<file path="src/hdl/arm_pkg.sv">
package arm_pkg;

    localparam logic [2:0] KIND_ADD_MODULE = 3'd0;
    localparam logic [2:0] KIND_ADD_ALLOC  = 3'd1;
    localparam logic [2:0] KIND_ADD_WRITE  = 3'd2;
    localparam logic [2:0] KIND_QRY_PROG   = 3'd3;
    localparam logic [2:0] KIND_QRY_WRITE  = 3'd4;

    localparam logic [1:0] STATUS_DONE = 2'd0;
    localparam logic [1:0] STATUS_FULL = 2'd1;
    localparam logic [1:0] STATUS_DUP  = 2'd2;

    localparam int ADDR_W = 64;
    localparam int SIZE_W = 32;
    localparam int MOD_W  = 2 * ADDR_W;
    localparam int SZD_W  = ADDR_W + SIZE_W;

    typedef enum logic [1:0] {
        ST_IDLE,
        ST_SCAN
    } state_t;

    typedef enum logic [1:0] {
        TBL_MOD,
        TBL_ALLOC,
        TBL_WRITE
    } tbl_t;

    function automatic logic sized_match(input logic [SZD_W-1:0] entry,
                                         input logic [ADDR_W-1:0] probe,
                                         input logic insert);
        logic [ADDR_W-1:0] lo;
        logic [ADDR_W-1:0] hi;
        lo = entry[SZD_W-1:SIZE_W];
        hi = lo + {{(ADDR_W - SIZE_W){1'b0}}, entry[SIZE_W-1:0]};
        if (insert)
        begin
            return lo == probe;
        end
        return (probe >= lo) && (probe <= hi);
    endfunction

endpackage

</file>
<file path="src/hdl/arm_match.sv">
module arm_match
    import arm_pkg::*;
(
    input  tbl_t              tbl,
    input  logic              insert,
    input  logic [ADDR_W-1:0] probe,
    input  logic [MOD_W-1:0]  mod_data,
    input  logic [SZD_W-1:0]  alloc_data,
    input  logic [SZD_W-1:0]  write_data,
    output logic              match
);

    always_comb
    begin
        unique case (tbl)
            TBL_MOD:
            begin
                match = (probe >= mod_data[MOD_W-1:ADDR_W]) &&
                        (probe <= mod_data[ADDR_W-1:0]);
            end
            TBL_ALLOC:
            begin
                match = sized_match(alloc_data, probe, insert);
            end
            TBL_WRITE:
            begin
                match = sized_match(write_data, probe, insert);
            end
            default:
            begin
                match = 1'b0;
            end
        endcase
    end

endmodule

</file>
<file path="config.mk">
export PLATFORM = sky130hd
export DESIGN_NAME = arm_match
export DESIGN_NICKNAME = d
export VERILOG_FILES = /design/src/hdl/arm_pkg.sv /design/src/hdl/arm_match.sv
export SDC_FILE = /design/constraint.sdc
export NUM_CORES = 1
export LEC_CHECK = 0
export ABC_AREA = 0
export BUFFER_PORTS_ARGS = -buffer_cell sky130_fd_sc_hd__buf_4
export CAP_MARGIN = 40
export CORE_MARGIN = 2
export CORE_UTILIZATION = 51
export DETAILED_ROUTE_END_ITERATION = 16
export GPL_TIMING_DRIVEN = 0
export PLACE_DENSITY = 0.8
export SETUP_SLACK_MARGIN = 0.5
export SLEW_MARGIN = 10
export SYNTH_ARGS = -nofsm -noshare
export SYNTH_HDL_FRONTEND = slang
export SYNTH_SLANG_ARGS = --single-unit
</file>
<file path="constraint.sdc">
create_clock -name vclk -period 4.1
set_input_delay 0 -clock vclk [all_inputs]
set_output_delay 0 -clock vclk [all_outputs]
set_load 0.005 [all_outputs]
</file>
=== Word level (Yosys, flattened, before mapping) ===
Index checks and enable logic that the tools add are counted.

* Register bits after elaboration: 0
* Output and inout port bits: 1
* Logic and storage cells: 24
* Input port bits: 387

* $lt $le $gt $ge: 6
* Eq/ne operators: 4
* Reduce and logical (&&, ||, !) cells: 4
* Mux-type cells: 8
* $add $sub $neg: 2

{| class="wikitable"
|+ Operators by type and width
! operator !! count
|-
| $ge A64 B64 Y1 || 3
|-
| $le A64 B64 Y1 || 3
|-
| $add A64 B32 Y64 || 2
|-
| $eq A64 B64 Y1 || 2
|-
| $mux W1 || 7
|-
| $logic_and A1 B1 Y1 || 3
|-
| $pmux W1 S3 || 1
|-
| $eq A2 B1 Y1 const B || 1
|-
| $eq A2 B2 Y1 const B || 1
|-
| $logic_not A2 Y1 || 1
|}

=== Depth between registers and ports, before layout ===
Gate-level depths: netlist (run 1).

* Word-level depth: 5
* Mapped depth: 22
* Depth with buffers taken out: 21

=== Worst setup path after synthesis (run 1) ===
Ideal clock, no wire load.

* Kind: input -> output
* Start point: input port alloc_data[0]
* End point: output port match
* Stages on the path: 21
* Required time: 4.100 ns
* Slack: -0.209 ns
* Arrival: 4.309 ns
* Path buffers: 0
* Cell sequence: ha_1 -> fa_1 -> a211o_1 -> o211ai_1 -> a2111oi_0 -> a211o_2 -> a31o_2 -> a211oi_4 -> or2_1 -> nor4_1 -> xnor2_1 -> ha_1 -> a21o_1 -> a21o_1 -> a21oi_1 -> nor2_1 -> a2111oi_0 -> o31ai_1 -> a211oi_1 -> o22ai_1 -> a2111oi_0

* Cells in the longest elaborated chain, start to end: 5

{| class="wikitable"
|+ Ends and longest elaborated chain
! what !! RTL line !! text
|-
| start: declaration || arm_match.sv:8 || <nowiki>input logic [SZD_W-1:0] alloc_data,</nowiki>
|-
| $add A64 B32 Y64 || arm_pkg.sv:35 || <nowiki>hi = lo + {{(ADDR_W - SIZE_W){1'b0}}, entry[SIZE_W-1:0]};</nowiki>
|-
| $le A64 B64 Y1 || arm_pkg.sv:40 || <nowiki>return (probe >= lo) && (probe <= hi);</nowiki>
|-
| $logic_and A1 B1 Y1 || arm_pkg.sv:40 ||
|-
| $mux W1 || arm_pkg.sv:40 ||
|-
| $pmux W1 S3 || arm_match.sv:15 || <nowiki>unique case (tbl)</nowiki>
|-
| end: declaration || arm_match.sv:10 || <nowiki>output logic match</nowiki>
|}

Every way passes these cells.

=== Worst setup path in the final report (run 1) ===
* Start point: input port alloc_data[32]
* End point: output port match

* Cells in the longest elaborated chain, start to end: 5
* Elaborated cells on any way between the ends: 8
* Classes of those cells: 1 x add/sub; 2 x order compare; 1 x eq/ne; 3 x mux; 1 x reduce/logical

{| class="wikitable"
|+ Ends and longest elaborated chain
! what !! RTL line
|-
| $add A64 B32 Y64 || arm_pkg.sv:35
|-
| $le A64 B64 Y1 || arm_pkg.sv:40
|-
| $logic_and A1 B1 Y1 || arm_pkg.sv:40
|-
| $mux W1 * || arm_pkg.sv:40
|-
| $pmux W1 S3 * || arm_match.sv:15
|}

Mark *: on every way between the ends. The rest lies on a longest branch, timed or not. The select of a mux whose other input is x is not followed.

==> results of run 1 <==
[synth_stat cells, drive strengths merged (3+ instances only)]
library cell,count
or4,5
nand4,98
a21o,123
inv,280
nor3,33
a221o,8
a31oi,10
nor2b,19
o21ai,75
ha,448
o21a,9
o211ai,16
xor2,28
nand2,115
and3,9
nor2,108
clkbuf,14
a31o,4
a211o,5
xnor2,89
and2,4
o311ai,5
and4,8
a2111oi,12
nand2b,6
or2,3
nor4,25
o31ai,5
a211oi,22
o31a,5
or3,5
o21bai,10
a221oi,8
a21oi,169
nand3,54
[power groups by stage]
| stage | clock network [W] | logic [W] | registers [W] |
|---|---|---|---|
| 2_1_floorplan | 0 | 0.00131 | 0 |
| 3_3_place_gp | 0 | 0.00203 | 0 |
| 3_5_place_dp | 0 | 0.00210 | 0 |
| 4_1_cts | 0 | 0.00216 | 0 |
| 5_1_grt | 0 | 0.00245 | 0 |
| 6_report | 0 | 0.00220 | 0 |
[worst max-delay path, stage by stage]
cell       delay (ps)
buf_6             100
ha_4              150
fa_2              350
a211o_1           270
o211ai_1          180
a2111oi_2         140
a211o_2           330
a31o_4            250
a211oi_4          230
buf_6             170
nor2_4             80
nand4_1           140
xnor2_1            70
ha_1              290
nand4_1           160
nor3_4            270
nand4_1           240
nor4_4            330
a31oi_1           130
nor2_1            160
o22ai_2            90
a2111oi_2         300
buf_4             190
[cell families after synthesis]
kind of cell    after synthesis  share of synthesized area [%]
xor+xnor                    117                          7.501
fa+ha+maj                   450                          41.32
buf+inv                     296                          8.206
compound gates              505                          24.16
simple gates                498                          18.74
mux                           1                        0.07327
[per-stage QoR]
stage	hold slack (ps)	TNS [ps]	utilization, %	instances	setup WS (ps)
5_1_grt	333.1	-756.2	66.15	2604	-756.2
2_1_floorplan	48.34	0	-	1867	92.99
6_report	330.8	-554.7	66.15	2604	-554.7
3_3_place_gp	327.7	-1934	64.99	2590	-1934
4_1_cts	324.4	-518.4	65.98	2603	-518.4
3_5_place_dp	324.2	-1943	65.03	2592	-1943
[cell type report]
cell class	instances	share of cell area, %
Timing Repair Buffer	402	17.47
Tap cell	335	2.418
Inverter	280	6.063
Multi-Input combinational cell	1571	73.56
Buffer	16	0.4908
[worst max-delay path by stage]
| stage | start | to | slack (ps) | cells past startpoint |
|---|---|---|---|---|
| 5_1_grt | alloc_data[32] | match | -760 | 23 |
| 2_1_floorplan | alloc_data[0] | match | 90 | 21 |
| 3_3_place_gp | alloc_data[1] | match | -1930 | 22 |
| 6_report | alloc_data[32] | match | -550 | 23 |
| 3_5_place_dp | alloc_data[1] | match | -1940 | 22 |
| 4_1_cts | write_data[0] | match | -520 | 24 |
[repair_timing]
item                                    in CTS  in global routing
resized for setup                           36                  9
pin swaps                                   19                  8
buffers inserted                            11                  1
endpoints found under the setup margin       1                  1
[layer usage]
metal | global-route usage, % | vias up | wire, um
li1 | - | 7658 | -
met1 | 40.30 | 7190 | 20220
met2 | 61.88 | 629 | 23800
met3 | 3.427 | 94 | 3269
met4 | 10.85 | 0 | 1759
met5 | 0 | - | 0
==> run metrics, run 1 <==
Setup crit start kind=primary input; Switch Pwr=0.001180 W; status=finished, violations left; DRC=0; area delta synth->final=26.89%; vias in the first global route=~16000; minimum clock period=4655 ps; Slew headroom=between 40% and 50%; nets=roughly 3100; vias per std cell=5.980; failing checks=negative setup slack; RSZ-0062 raised after global routing=yes; period utilisation layout=113.5%; syn avg cell area=7.318 um^2; Rows=between 50 and 60; maxcap violations=0; Lkg Pwr=9.636 nW; share of layout cells above drive strength 1=around 20%; Boundary Pins=between 300 and 400; aggregate global-route resource usage=approximately 33%; hold_sp=tbl[0]; Starting Density=about 52%; Final Worst Setup Slack=-554.7 ps; Hold/Removal Path Class=primary input to output pin; sequential share of power=0%; most frequent cells in the layout=ha_1 (445), buf_4 (396), inv_1 (280), a21oi_1 (162), a21o_1 (123); Core Box Area=between 20000 and 30000 um^2; FFs & Latches=0; pwr/cell area=between 100 and 150 nW/um^2; GR Overflow Total=0; I/O Buffers=between 300 and 400; syn_nets=2704; total die area=~28000 um^2; cell taking the most area after synthesis=ha_1; Fillers=2356; synth warn=0; Final Power=about 0.0022 W; crit end category=output pin; Hold Path Stages=3; Multi-input gate area=12750 um^2; top post-synthesis cells by area=ha_1 (41%), inv_1 (7.7%), a21o_1 (6.8%), a21oi_1 (6.2%), xnor2_1 (5.7%); HPWL after DPL=42820 um; number of DRC markers in iteration 0=around 870; first-pass GRT wire length=between 70000 and 80000 um; # clk buffers=0; critical path class=primary input to output pin; CTS Hold Bufs=0; initial antenna violation count=0; final hold vios=0; placed cell area=about 17000 um^2; count of cell types in the netlist=75; Post-Route WL=~50000 um; Placer Congestion=just under 1; Worst-Margin Slew=between 800 and 900 ps; Comb power frac=100.0%; sequential cell area=0 um^2; Slew Limit Fails=0; sequential area share after synthesis=0%; Clk network pwr share=0%; fmax=about 210 MHz; commonest non-fill, non-tap cell in the layout=ha_1; Sw Ratio=a little over half; worst endpoint data arrival time=around 4700 ps; Synth Cell Area=between 10000 and 15000 um^2; worst path required time=slightly above 4000 ps; Die Ht=167.7 um; P_int=0.001020 W; n_diodes=0; synthesized instance count=~1900; Hold Crit Endpoint=match; Vias=about 16000; largest net degree at the start of global routing=11; CP Max Fanout=9; Final ANT Viol Nets=0; DR WL/cell=between 15 and 20 um; post-synth top area share=slightly above 40%; DRT Pass-1 Iters=5; Die Wd=between 150 and 200 um; peak supply drop=about 0.000075 V; final setup violation count=1; fin area=roughly 17000 um^2
No activity file was read; power rests on OpenSTA's default activity.
==> inputs of run 2 (changes only) <==
--- a/config.mk
+++ b/config.mk
@@ -13,7 +13,6 @@
 export DETAILED_ROUTE_END_ITERATION = 16
 export GPL_TIMING_DRIVEN = 0
 export PLACE_DENSITY = 0.8
-export SETUP_SLACK_MARGIN = 0.5
 export SLEW_MARGIN = 10
 export SYNTH_ARGS = -nofsm -noshare
 export SYNTH_HDL_FRONTEND = slang
==> run metrics, run 2 (same netlist as run 1, synthesis figures left out) <==
critical path class=primary input to output pin; GR Overflow Total=0; vias in the first global route=~15000; Non-Filler Instances=approximately 2600; Final Worst Setup Slack=-640.1 ps; most frequent cells in the layout=ha_1 (447), buf_4 (405), inv_1 (280), a21oi_1 (164), a21o_1 (123); CTS Hold Bufs=0; Post-Route WL=about 50000 um; nets=roughly 3100; I/O Buffers=a little under 400; number of DRC markers in iteration 0=roughly 990; CP Max Fanout=5; pwr/cell area=127.0 nW/um^2; worst endpoint data arrival time=4740 ps; Lkg Pwr=9.683 nW; vias per std cell=~6.0; fmax=211.0 MHz; Vias=between 15000 and 20000; worst path required time=4100 ps; Setup crit start kind=primary input; sequential cell area=0 um^2; pre-CTS setup slack=-1991 ps; Worst-Margin Slew=roughly 850 ps; peak supply drop=~0.00007 V; initial antenna violation count=4; placed cell area=~17000 um^2; Slew headroom=between 40 and 50%; share of layout cells above drive strength 1=about a fifth; Die Wd=167.7 um; routing usage on met1=between 40 and 50%; DR WL/cell=19.05 um; status=finished, violations left; crit end category=output pin; final hold vios=0; total die area=~28000 um^2; Fillers=approximately 2300; fin area=roughly 17000 um^2; Boundary Pins=around 390; busiest grt layer=met2; post-route setup TNS=-640.1 ps; failing checks=negative setup slack; final setup violation count=1; maxcap violations=0; M2 GR Usage=between 60% and 70%; HPWL after DPL=roughly 43000 um; area delta synth->final=27.88%; largest net degree at the start of global routing=11; Hold/Removal Path Class=primary input to output pin; Rows=around 60; Placer Congestion=between 0.9 and 1; # clk buffers=0; aggregate global-route resource usage=between 30% and 40%; commonest non-fill, non-tap cell in the layout=ha_1; Post-Place Cells=roughly 2600; Die Ht=167.7 um; Final ANT Viol Nets=0; DRC=0; Starting Density=a little over half; Slew Limit Fails=0; first-pass GRT wire length=~77000 um; period utilisation layout=115.6%; DRT Pass-1 Iters=7; FFs & Latches=0; RSZ-0062 raised after global routing=yes; minimum clock period=4740 ps; Multi-input gate area=around 13000 um^2; Core Box Area=around 26000 um^2; met3 Use GR=about 5.4%
[run 2: cell types whose count changed in the layout (fill, tap and decap cells not counted), moves of 2 or more]
cell / delta
a2111oi_4: +2
clkbuf_2: -4
o21ai_1: +2
a21oi_2: -2
buf_4: +9
a21oi_1: +2
o21ai_0: -2
ha_1: +2
a2111oi_2: -2
diode_2: +3
[run 2: stage by stage]
stage,hold slack (ps),total power [W],utilization [%]
floorplan,48.34,0.001309,-
global placement,327.6,0.002031,64.88
detailed placement,323.9,0.002097,64.92
CTS,321.6,0.002150,65.95
global route,344.3,0.002473,66.65
finish,340.9,0.002219,66.67
[run 2: worst paths after layout]
check	cells after the start	end	slack, ps	from
worst max-delay path	25	match	-640	alloc_data[32]
worst min-delay path	3	match	340	tbl[0]
[run 2: cell type report]
type | count | share of cell area [%]
Timing Repair Buffer | 412 | 17.85
Tap cell | 335 | 2.399
Antenna cell | 3 | 0.04297
Inverter | 280 | 6.016
Buffer | 12 | 0.4082
Multi-Input combinational cell | 1571 | 73.28
[run 2: timing repair]
item	4_1_cts	5_1_grt
gates resized for setup	33	27
setup endpoints to repair	1	1
pin swaps	21	12
setup buffers	14	8
[run 2: per-layer routing]
layer / share of wire [%] / up-vias / routed length, um
met5: 0.022 / - / 11
met4: 4.5 / 2 / 2227
met3: 7.8 / 130 / 3866
met2: 47 / 697 / 23240
met1: 41 / 7123 / 20430
li1: - / 7679 / -
[run 2: critical path: stages]
cell and delay (ps):
buf_8 100, ha_4 150, fa_2 370, a211o_1 280
o211ai_1 220, a2111oi_4 150, a211o_2 340, a31o_4 270
a211oi_4 210, buf_6 170, nor2_4 60, buf_12 160
nand3_1 90, xnor2_1 70, ha_1 180, a21o_1 150
a21o_1 160, a21oi_1 270, o21ai_0 150, a21oi_1 120
a21boi_0 210, a211oi_2 230, o22ai_2 140, a2111oi_4 300
buf_4 180
[run 2: report_power, final]
| group | leakage (nW) | internal [W] | switching (W) |
|---|---|---|---|
| clock | 0.0000190 | 0.0000000000979 | 0 |
| combinational | 9.68 | 0.00103 | 0.00119 |
| sequential | 0 | 0 | 0 |
